## config.mk

```make
export PLATFORM = sky130hd
export DESIGN_NAME = nmea_sentence_checksum_framer_unit
export DESIGN_NICKNAME = d
export VERILOG_FILES = /design/src/sv/nscf_pkg.sv /design/src/sv/nscf_core.sv /design/src/sv/nmea_sentence_checksum_framer_unit.sv
export SDC_FILE = /design/constraint.sdc
export NUM_CORES = 1
export LEC_CHECK = 0
export BUFFER_PORTS_ARGS = -buffer_cell sky130_fd_sc_hd__buf_2
export CORE_ASPECT_RATIO = 1.25
export CORE_UTILIZATION = 51
export DETAILED_ROUTE_END_ITERATION = 16
export GPL_TIMING_DRIVEN = 1
export PLACE_DENSITY = 0.72
export SLEW_MARGIN = 25
export SYNTH_ARGS = -nofsm -noshare
export SYNTH_HDL_FRONTEND = slang
export SYNTH_HIERARCHICAL = 1
export SYNTH_SLANG_ARGS = --single-unit
```

## constraint.sdc

```tcl
create_clock -name aclk -period 3.25 [get_ports aclk]
set_input_delay 0.65 -clock aclk [delete_from_list [all_inputs] [get_ports aclk]]
set_output_delay 0.65 -clock aclk [all_outputs]
set_load 0.02 [all_outputs]
```

## src/sv/nscf_pkg.sv

```systemverilog
// ---------------------------------------------------------------------------
// nscf_pkg
// Shared types, character codes and the hex digit decoder for the NMEA
// sentence checksum framer.
// ---------------------------------------------------------------------------
package nscf_pkg;

    // framing characters
    localparam logic [7:0] CH_DOLLAR = 8'h24;
    localparam logic [7:0] CH_STAR   = 8'h2A;
    localparam logic [7:0] CH_COMMA  = 8'h2C;

    // max_header_len after reset
    localparam logic [3:0] MAX_HEADER_LEN_RESET = 4'd6;

    // sentence length saturation point
    localparam logic [7:0] LEN_SAT = 8'hFF;

    typedef enum logic [2:0] {
        PH_IDLE,
        PH_HEADER,
        PH_BODY,
        PH_HEX1,
        PH_HEX2
    } phase_t;

    typedef enum logic [1:0] {
        ST_MATCH    = 2'd0,
        ST_MISMATCH = 2'd1,
        ST_HDR_LONG = 2'd2,
        ST_BAD_HEX  = 2'd3
    } status_t;

    // one result transaction
    typedef struct packed {
        status_t    status;
        logic [7:0] computed_sum;
        logic [7:0] received_sum;
        logic [3:0] header_length;
        logic [7:0] sentence_length;
    } result_t;

    // decoded hex character
    typedef struct packed {
        logic       ok;
        logic [3:0] value;
    } hex_t;

    function automatic hex_t hex_decode(input logic [7:0] c);
        hex_t h;
        h.ok    = 1'b1;
        h.value = 4'd0;
        if (c >= 8'h30 && c <= 8'h39) begin
            h.value = c[3:0];
        end else if ((c >= 8'h61 && c <= 8'h66) || (c >= 8'h41 && c <= 8'h46)) begin
            // lower and upper case letters share the low three bits
            h.value = 4'd9 + {1'b0, c[2:0]};
        end else begin
            h.ok = 1'b0;
        end
        return h;
    endfunction

endpackage

```

## src/sv/nscf_core.sv

```systemverilog
// ---------------------------------------------------------------------------
// nscf_core
// Sentence framing state machine: tracks the phase of the current sentence,
// accumulates the XOR checksum and the lengths, and produces one result when
// a sentence completes or fails.
// ---------------------------------------------------------------------------
module nscf_core
    import nscf_pkg::*;
(
    input  logic        aclk,
    input  logic        aresetn,
    input  logic        step,
    input  logic [7:0]  data_byte,
    input  logic [3:0]  max_header_len,
    output logic        res_valid,
    output result_t     res
);

    phase_t     phase_reg, phase_next;
    logic [7:0] xor_reg, xor_next;
    logic [3:0] hdr_cnt_reg, hdr_cnt_next;
    logic [7:0] len_reg, len_next;
    logic [3:0] high_reg, high_next;
    logic [3:0] hdr_seen_reg, hdr_seen_next;

    hex_t       hex;
    logic [7:0] len_bumped;

    assign hex        = hex_decode(data_byte);
    assign len_bumped = (len_reg == LEN_SAT) ? len_reg : len_reg + 8'd1;

    // next state
    always_comb begin
        phase_next    = phase_reg;
        xor_next      = xor_reg;
        hdr_cnt_next  = hdr_cnt_reg;
        len_next      = len_reg;
        high_next     = high_reg;
        hdr_seen_next = hdr_seen_reg;
        if (step) begin
            priority if (data_byte == CH_DOLLAR) begin
                // start or restart a sentence
                phase_next    = PH_HEADER;
                xor_next      = 8'd0;
                hdr_cnt_next  = 4'd0;
                len_next      = 8'd1;
                high_next     = 4'd0;
                hdr_seen_next = 4'd0;
            end else begin
                unique case (phase_reg)
                    PH_HEADER: begin
                        if (hdr_cnt_reg >= max_header_len) begin
                            phase_next = PH_IDLE;
                        end else begin
                            xor_next = xor_reg ^ data_byte;
                            len_next = len_bumped;
                            if (data_byte == CH_COMMA) begin
                                hdr_seen_next = hdr_cnt_reg + 4'd1;
                                phase_next    = PH_BODY;
                            end else begin
                                hdr_cnt_next = hdr_cnt_reg + 4'd1;
                            end
                        end
                    end
                    PH_BODY: begin
                        if (data_byte == CH_STAR) begin
                            phase_next = PH_HEX1;
                        end else begin
                            xor_next = xor_reg ^ data_byte;
                            len_next = len_bumped;
                        end
                    end
                    PH_HEX1: begin
                        if (hex.ok) begin
                            high_next  = hex.value;
                            phase_next = PH_HEX2;
                        end else begin
                            phase_next = PH_IDLE;
                        end
                    end
                    PH_HEX2: begin
                        phase_next = PH_IDLE;
                    end
                    default: begin
                        phase_next = PH_IDLE;
                    end
                endcase
            end
        end
    end

    // result
    always_comb begin
        res_valid           = 1'b0;
        res.status          = ST_MATCH;
        res.computed_sum    = xor_reg;
        res.received_sum    = 8'd0;
        res.header_length   = hdr_seen_reg;
        res.sentence_length = len_reg;
        if (step && data_byte != CH_DOLLAR) begin
            unique case (phase_reg)
                PH_HEADER: begin
                    if (hdr_cnt_reg >= max_header_len) begin
                        res_valid         = 1'b1;
                        res.status        = ST_HDR_LONG;
                        res.header_length = 4'd0;
                    end
                end
                PH_HEX1: begin
                    if (!hex.ok) begin
                        res_valid  = 1'b1;
                        res.status = ST_BAD_HEX;
                    end
                end
                PH_HEX2: begin
                    res_valid = 1'b1;
                    if (!hex.ok) begin
                        res.status       = ST_BAD_HEX;
                        res.received_sum = {high_reg, 4'd0};
                    end else begin
                        res.received_sum = {high_reg, hex.value};
                        res.status = ({high_reg, hex.value} == xor_reg) ? ST_MATCH
                                                                        : ST_MISMATCH;
                    end
                end
                default: begin
                    res_valid = 1'b0;
                end
            endcase
        end
    end

    // state registers
    always_ff @(posedge aclk) begin
        if (!aresetn) begin
            phase_reg    <= PH_IDLE;
            xor_reg      <= 8'd0;
            hdr_cnt_reg  <= 4'd0;
            len_reg      <= 8'd0;
            high_reg     <= 4'd0;
            hdr_seen_reg <= 4'd0;
        end else begin
            phase_reg    <= phase_next;
            xor_reg      <= xor_next;
            hdr_cnt_reg  <= hdr_cnt_next;
            len_reg      <= len_next;
            high_reg     <= high_next;
            hdr_seen_reg <= hdr_seen_next;
        end
    end

endmodule

```

## src/sv/nmea_sentence_checksum_framer_unit.sv

```systemverilog
// ---------------------------------------------------------------------------
// nmea_sentence_checksum_framer_unit
// Path: the byte that ends the sentence goes through the input register
// and the framing update into the result register that drives m_*.
// Throughput: one byte per cycle unless a held result stalls on m_ready.
// Reset: synchronous active-low aresetn returns to idle, clears the pipeline
// and sets max_header_len to 6.
// ---------------------------------------------------------------------------
module nmea_sentence_checksum_framer_unit
    import nscf_pkg::*;
(
    input  logic        aclk,
    input  logic        aresetn,
    // configuration
    input  logic        cfg_valid,
    output logic        cfg_ready,
    input  logic [3:0]  cfg_data,
    // byte stream
    input  logic        s_valid,
    output logic        s_ready,
    input  logic [7:0]  s_data_byte,
    // results
    output logic        m_valid,
    input  logic        m_ready,
    output logic [1:0]  m_status,
    output logic [7:0]  m_computed_sum,
    output logic [7:0]  m_received_sum,
    output logic [3:0]  m_header_length,
    output logic [7:0]  m_sentence_length
);

    logic [3:0] max_len_reg;
    logic       in_valid_reg;
    logic [7:0] in_byte_reg;
    logic       out_valid_reg;
    result_t    out_res_reg;

    logic       advance;
    logic       core_valid;
    result_t    core_res;

    // pipeline moves when the result register is free or draining
    assign advance   = !out_valid_reg || m_ready;
    assign s_ready   = !in_valid_reg || advance;
    assign cfg_ready = 1'b1;

    // configuration register
    always_ff @(posedge aclk) begin
        if (!aresetn) begin
            max_len_reg <= MAX_HEADER_LEN_RESET;
        end else if (cfg_valid && cfg_ready) begin
            max_len_reg <= cfg_data;
        end
    end

    // input register
    always_ff @(posedge aclk) begin
        if (!aresetn) begin
            in_valid_reg <= 1'b0;
        end else if (s_ready) begin
            in_valid_reg <= s_valid;
        end
    end

    always_ff @(posedge aclk) begin
        if (s_ready && s_valid) begin
            in_byte_reg <= s_data_byte;
        end
    end

    nscf_core u_core (
        .aclk           (aclk),
        .aresetn        (aresetn),
        .step           (in_valid_reg && advance),
        .data_byte      (in_byte_reg),
        .max_header_len (max_len_reg),
        .res_valid      (core_valid),
        .res            (core_res)
    );

    // result register
    always_ff @(posedge aclk) begin
        if (!aresetn) begin
            out_valid_reg <= 1'b0;
        end else if (advance) begin
            out_valid_reg <= core_valid;
        end
    end

    always_ff @(posedge aclk) begin
        if (advance && core_valid) begin
            out_res_reg <= core_res;
        end
    end

    assign m_valid           = out_valid_reg;
    assign m_status          = out_res_reg.status;
    assign m_computed_sum    = out_res_reg.computed_sum;
    assign m_received_sum    = out_res_reg.received_sum;
    assign m_header_length   = out_res_reg.header_length;
    assign m_sentence_length = out_res_reg.sentence_length;

    // a dollar sign never produces a result transaction
    a_dollar_silent: assert property (@(posedge aclk) disable iff (!aresetn)
        (in_valid_reg && advance && in_byte_reg == CH_DOLLAR) |=> !m_valid)
        else $error("result produced by a dollar sign");

    // match status agrees with the sums
    a_match_sums: assert property (@(posedge aclk) disable iff (!aresetn)
        (m_valid && (m_status == ST_MATCH)) |-> (m_computed_sum == m_received_sum))
        else $error("match reported with differing sums");

    a_mismatch_sums: assert property (@(posedge aclk) disable iff (!aresetn)
        (m_valid && (m_status == ST_MISMATCH)) |-> (m_computed_sum != m_received_sum))
        else $error("mismatch reported with equal sums");

    // header failure carries no received sum or header length
    a_hdr_long_fields: assert property (@(posedge aclk) disable iff (!aresetn)
        (m_valid && (m_status == ST_HDR_LONG))
            |-> (m_received_sum == 8'd0 && m_header_length == 4'd0))
        else $error("header failure with nonzero fields");

    // an empty result register never blocks input
    a_ready_when_empty: assert property (@(posedge aclk) disable iff (!aresetn)
        !m_valid |-> s_ready)
        else $error("input stalled with empty result register");

endmodule
```

==> results by group <==
Floorplanning
  • Die H: roughly 95 microns
  • Die area: slightly above 0.007 sq mm
  • I/O pins: 50
  • Die Wd: ~76 microns
  • Core Area: 0.00661 sq mm
  • Initial Util: 53.3%
  • Row cnt: 33

STA
  • Final Cycle Share: 86.2%
  • Hold Violations, Final: 0
  • Rel. slew slack: around two fifths
  • Clock period minus worst slack: around 2.8 ns
  • Setup violations, final: 0
  • RSZ-0062 raised after global routing: no
  • Setup TNS: 0 ns
  • Setup WS post-layout: ~0.45 ns
  • Max-slew violations: 0
  • Final Skew: between 0.007 and 0.008 ns
  • FMAX: between 300 and 400 MHz
  • Slew @ Worst Pin: between 0.9 and 1 ns

Cells and area
  • # nets final: roughly 420
  • Antenna Cells: 0
  • Synth-to-Final Area Change: 15.8%
  • Commonest non-fill, non-tap cell in the layout: buf_2
  • Fill count: ~580
  • Layout cells sized above 1: 19.0%
  • Most frequent cells in the layout: buf_2 (48), edfxtp_1 (38), dfxtp_1 (37), nand2_1 (34), nor2_1 (23)
  • Non-filler cells, final: about 480

Synthesis
  • Area contributors post-synth: edfxtp_1 (32%), dfxtp_1 (21%), nand2_1 (3.6%), ha_1 (3.6%), a21oi_1 (3.1%)
  • Top cell type's share of synthesized area: 32.4%
  • Post-Syn Nets: ~360
  • Mapped Area: approximately 0.0035 sq mm
  • Synthesized area per cell: 10.5 sq um
  • Seq/Total Area, Yosys: between 50% and 60%
  • Yosys warning total: 6
  • Synth Register Bits: 75
  • Mapped Cells: approximately 340
  • Cell taking the most area after synthesis: edfxtp_1
  • EDFF count, synth: 38
  • Top_reg_cell synth: edfxtp_1
  • Synth unique cells: 56
  • Ys async rst share: 0%

Run status
  • Status: finished clean

Placement
  • Port Buffers: 48
  • Pre-CTS setup slack: 0.467 ns
  • Post-Place Cells: 466
  • DP Wirelength: between 4000 and 5000 microns
  • Gpl congestion: between 0.8 and 0.9

Hold path
  • Hold path start: s_data_byte[5]
  • Hold endpoint: in_byte_reg[5]
  • Min-Delay Path Depth: 1
  • HP Class: input pin to flip-flop

CTS
  • Root Driver: clkbuf_8
  • Clock Latency Late Sink: between 0.3 and 0.4 ns
  • CTS tree: yes
  • Max clock buf depth: 2
  • Htree depth: 3
  • Worst-path clk slew: 0.07 ns
  • Post-CTS setup buffer count: 0
  • CTS resizes: 0
  • Num CTS Buffers: 9
  • CTS Sinks: 75
  • Post-CTS Hold Fix Bufs: 0

Worst setup path
  • CP startpoint kind: flip-flop
  • Crit end category: flip-flop
  • CP cell instances: inv_1 > ha_1 > inv_1 > o311a_1 > nor2_1 > a21o_1 > a21oi_1 > nor2_1 > nor2b_2 > buf_4
  • CP Max Fanout: 30
  • Worst R2R End: m_computed_sum[0]
  • Worst R2R Setup Slack: ~0.45 ns
  • CP arrival: approximately 2.8 ns
  • Peak per-stage delay on the critical path: ~0.49 ns
  • CP Class: flip-flop to flip-flop
  • WP data required: about 3.3 ns
  • R2r worst-path depth: 10
  • Worst r2r src: in_byte_reg[0]
  • Crit-path slowest cell: edfxtp_1

Global routing
  • Vias in the first global route: between 2,000 and 2,500
  • Total global routing overflow: 0
  • Largest net degree at the start of global routing: 31
  • First-pass GRT wire length: around 11,000 microns
  • Antenna violations before repair: 0
  • Tot GR Track Use: 20.3%

Drt
  • DRC viols: 0
  • DRT antenna net count: 0
  • DRT Pass-1 Iters: 4
  • 1st-iter DRT viols: between 200 and 250
  • Overall routed net length: approximately 6600 microns
  • Per-cell routed wire length: ~14 microns
  • DR vias: roughly 2,700
  • Number of vias per cell: 5.52

Pwr
  • Static leakage: between 1.5 and 2 nW
  • VDD IR max: slightly above 0.0003 V
  • Pwr Density: roughly 460 mW/mm^2

Run
  • Max_cap viols: 0
-- synth_stat cells (all sizes together) (6+ instances only) --
| master | instances |
|---|---|
| a21oi | 22 |
| inv | 13 |
| dfxtp | 37 |
| nand2 | 35 |
| xor2 | 6 |
| o21ai | 13 |
| o211ai | 7 |
| nand3 | 11 |
| ha | 10 |
| clkbuf | 7 |
| or4 | 7 |
| mux2i | 11 |
| nor2b | 15 |
| nor2 | 23 |
| edfxtp | 38 |
| nand2b | 8 |
-- worst max path at each step --
stage	startpoint	to	cells after the start
floorplan	in_byte_reg[0]	m_computed_sum[0]	9
global placement	in_byte_reg[0]	m_computed_sum[6]	10
detailed placement	in_byte_reg[0]	m_computed_sum[4]	10
CTS	in_byte_reg[0]	m_sentence_length[4]	10
global route	in_byte_reg[0]	m_computed_sum[0]	10
finish	in_byte_reg[0]	m_computed_sum[0]	10
-- cell families (layout without fill, tap and decap cells) --
group	after synthesis	in the layout	synth area share [%]
AND/OR/NAND/NOR	137	137	21.6
XOR/XNOR	10	10	2.49
AO/OA/AOI/OAI	67	67	12.4
buffers and inverters	24	83	2.99
other	1	1	0.107
multiplexers	12	12	3.45
flip-flops	75	75	53.4
adder cells (fa/ha/maj)	10	10	3.55
-- through the flow --
stage          cell area, sq um  power, mW  utilization [%]  hold WS [ns]
6_report                   4080       1.88             61.7         0.468
5_1_grt                    4080       1.94             61.7         0.451
4_1_cts                    4080       1.89             61.7         0.458
3_5_place_dp               3860       1.12             58.4         0.461
3_3_place_gp               3860       1.11             58.4         0.454
2_1_floorplan              3520       1.09                -         0.430
-- layer usage --
layer  track usage [%]  vias to the layer above  routed length, microns
met1              24.6                     1224                    3020
met2              33.0                       88                    3120
met3              4.83                       15                     328
met4              12.5                        0                     153
li1                  -                     1334                       -
met5                 0                        -                       0
-- worst max-delay path, delay by kind of cell (launching register included) --
family,cells,cell delay (ns)
AO/OA/AOI/OAI,3,0.61
buffers and inverters,3,0.57
AND/OR/NAND/NOR,3,0.51
flip-flops,1,0.49
adder cells (fa/ha/maj),1,0.27
-- layout make-up --
cell class / count / area [sq um] / share of cell area [%]
sequential: 75 / 1880 / 46.1
multi-input combinational: 237 / 1540 / 37.7
timing repair buffer: 54 / 285 / 6.99
clock buffer: 11 / 141 / 3.47
tap: 87 / 109 / 2.67
clock inverter: 5 / 76.3 / 1.87
inverter: 13 / 48.8 / 1.20
-- power breakdown --
part / internal (mW) / switching, mW
clock network: 0.449 / 0.329
logic: 0.0347 / 0.0476
registers: 0.999 / 0.0163
Note: power is estimated with default switching activity, not from simulation.
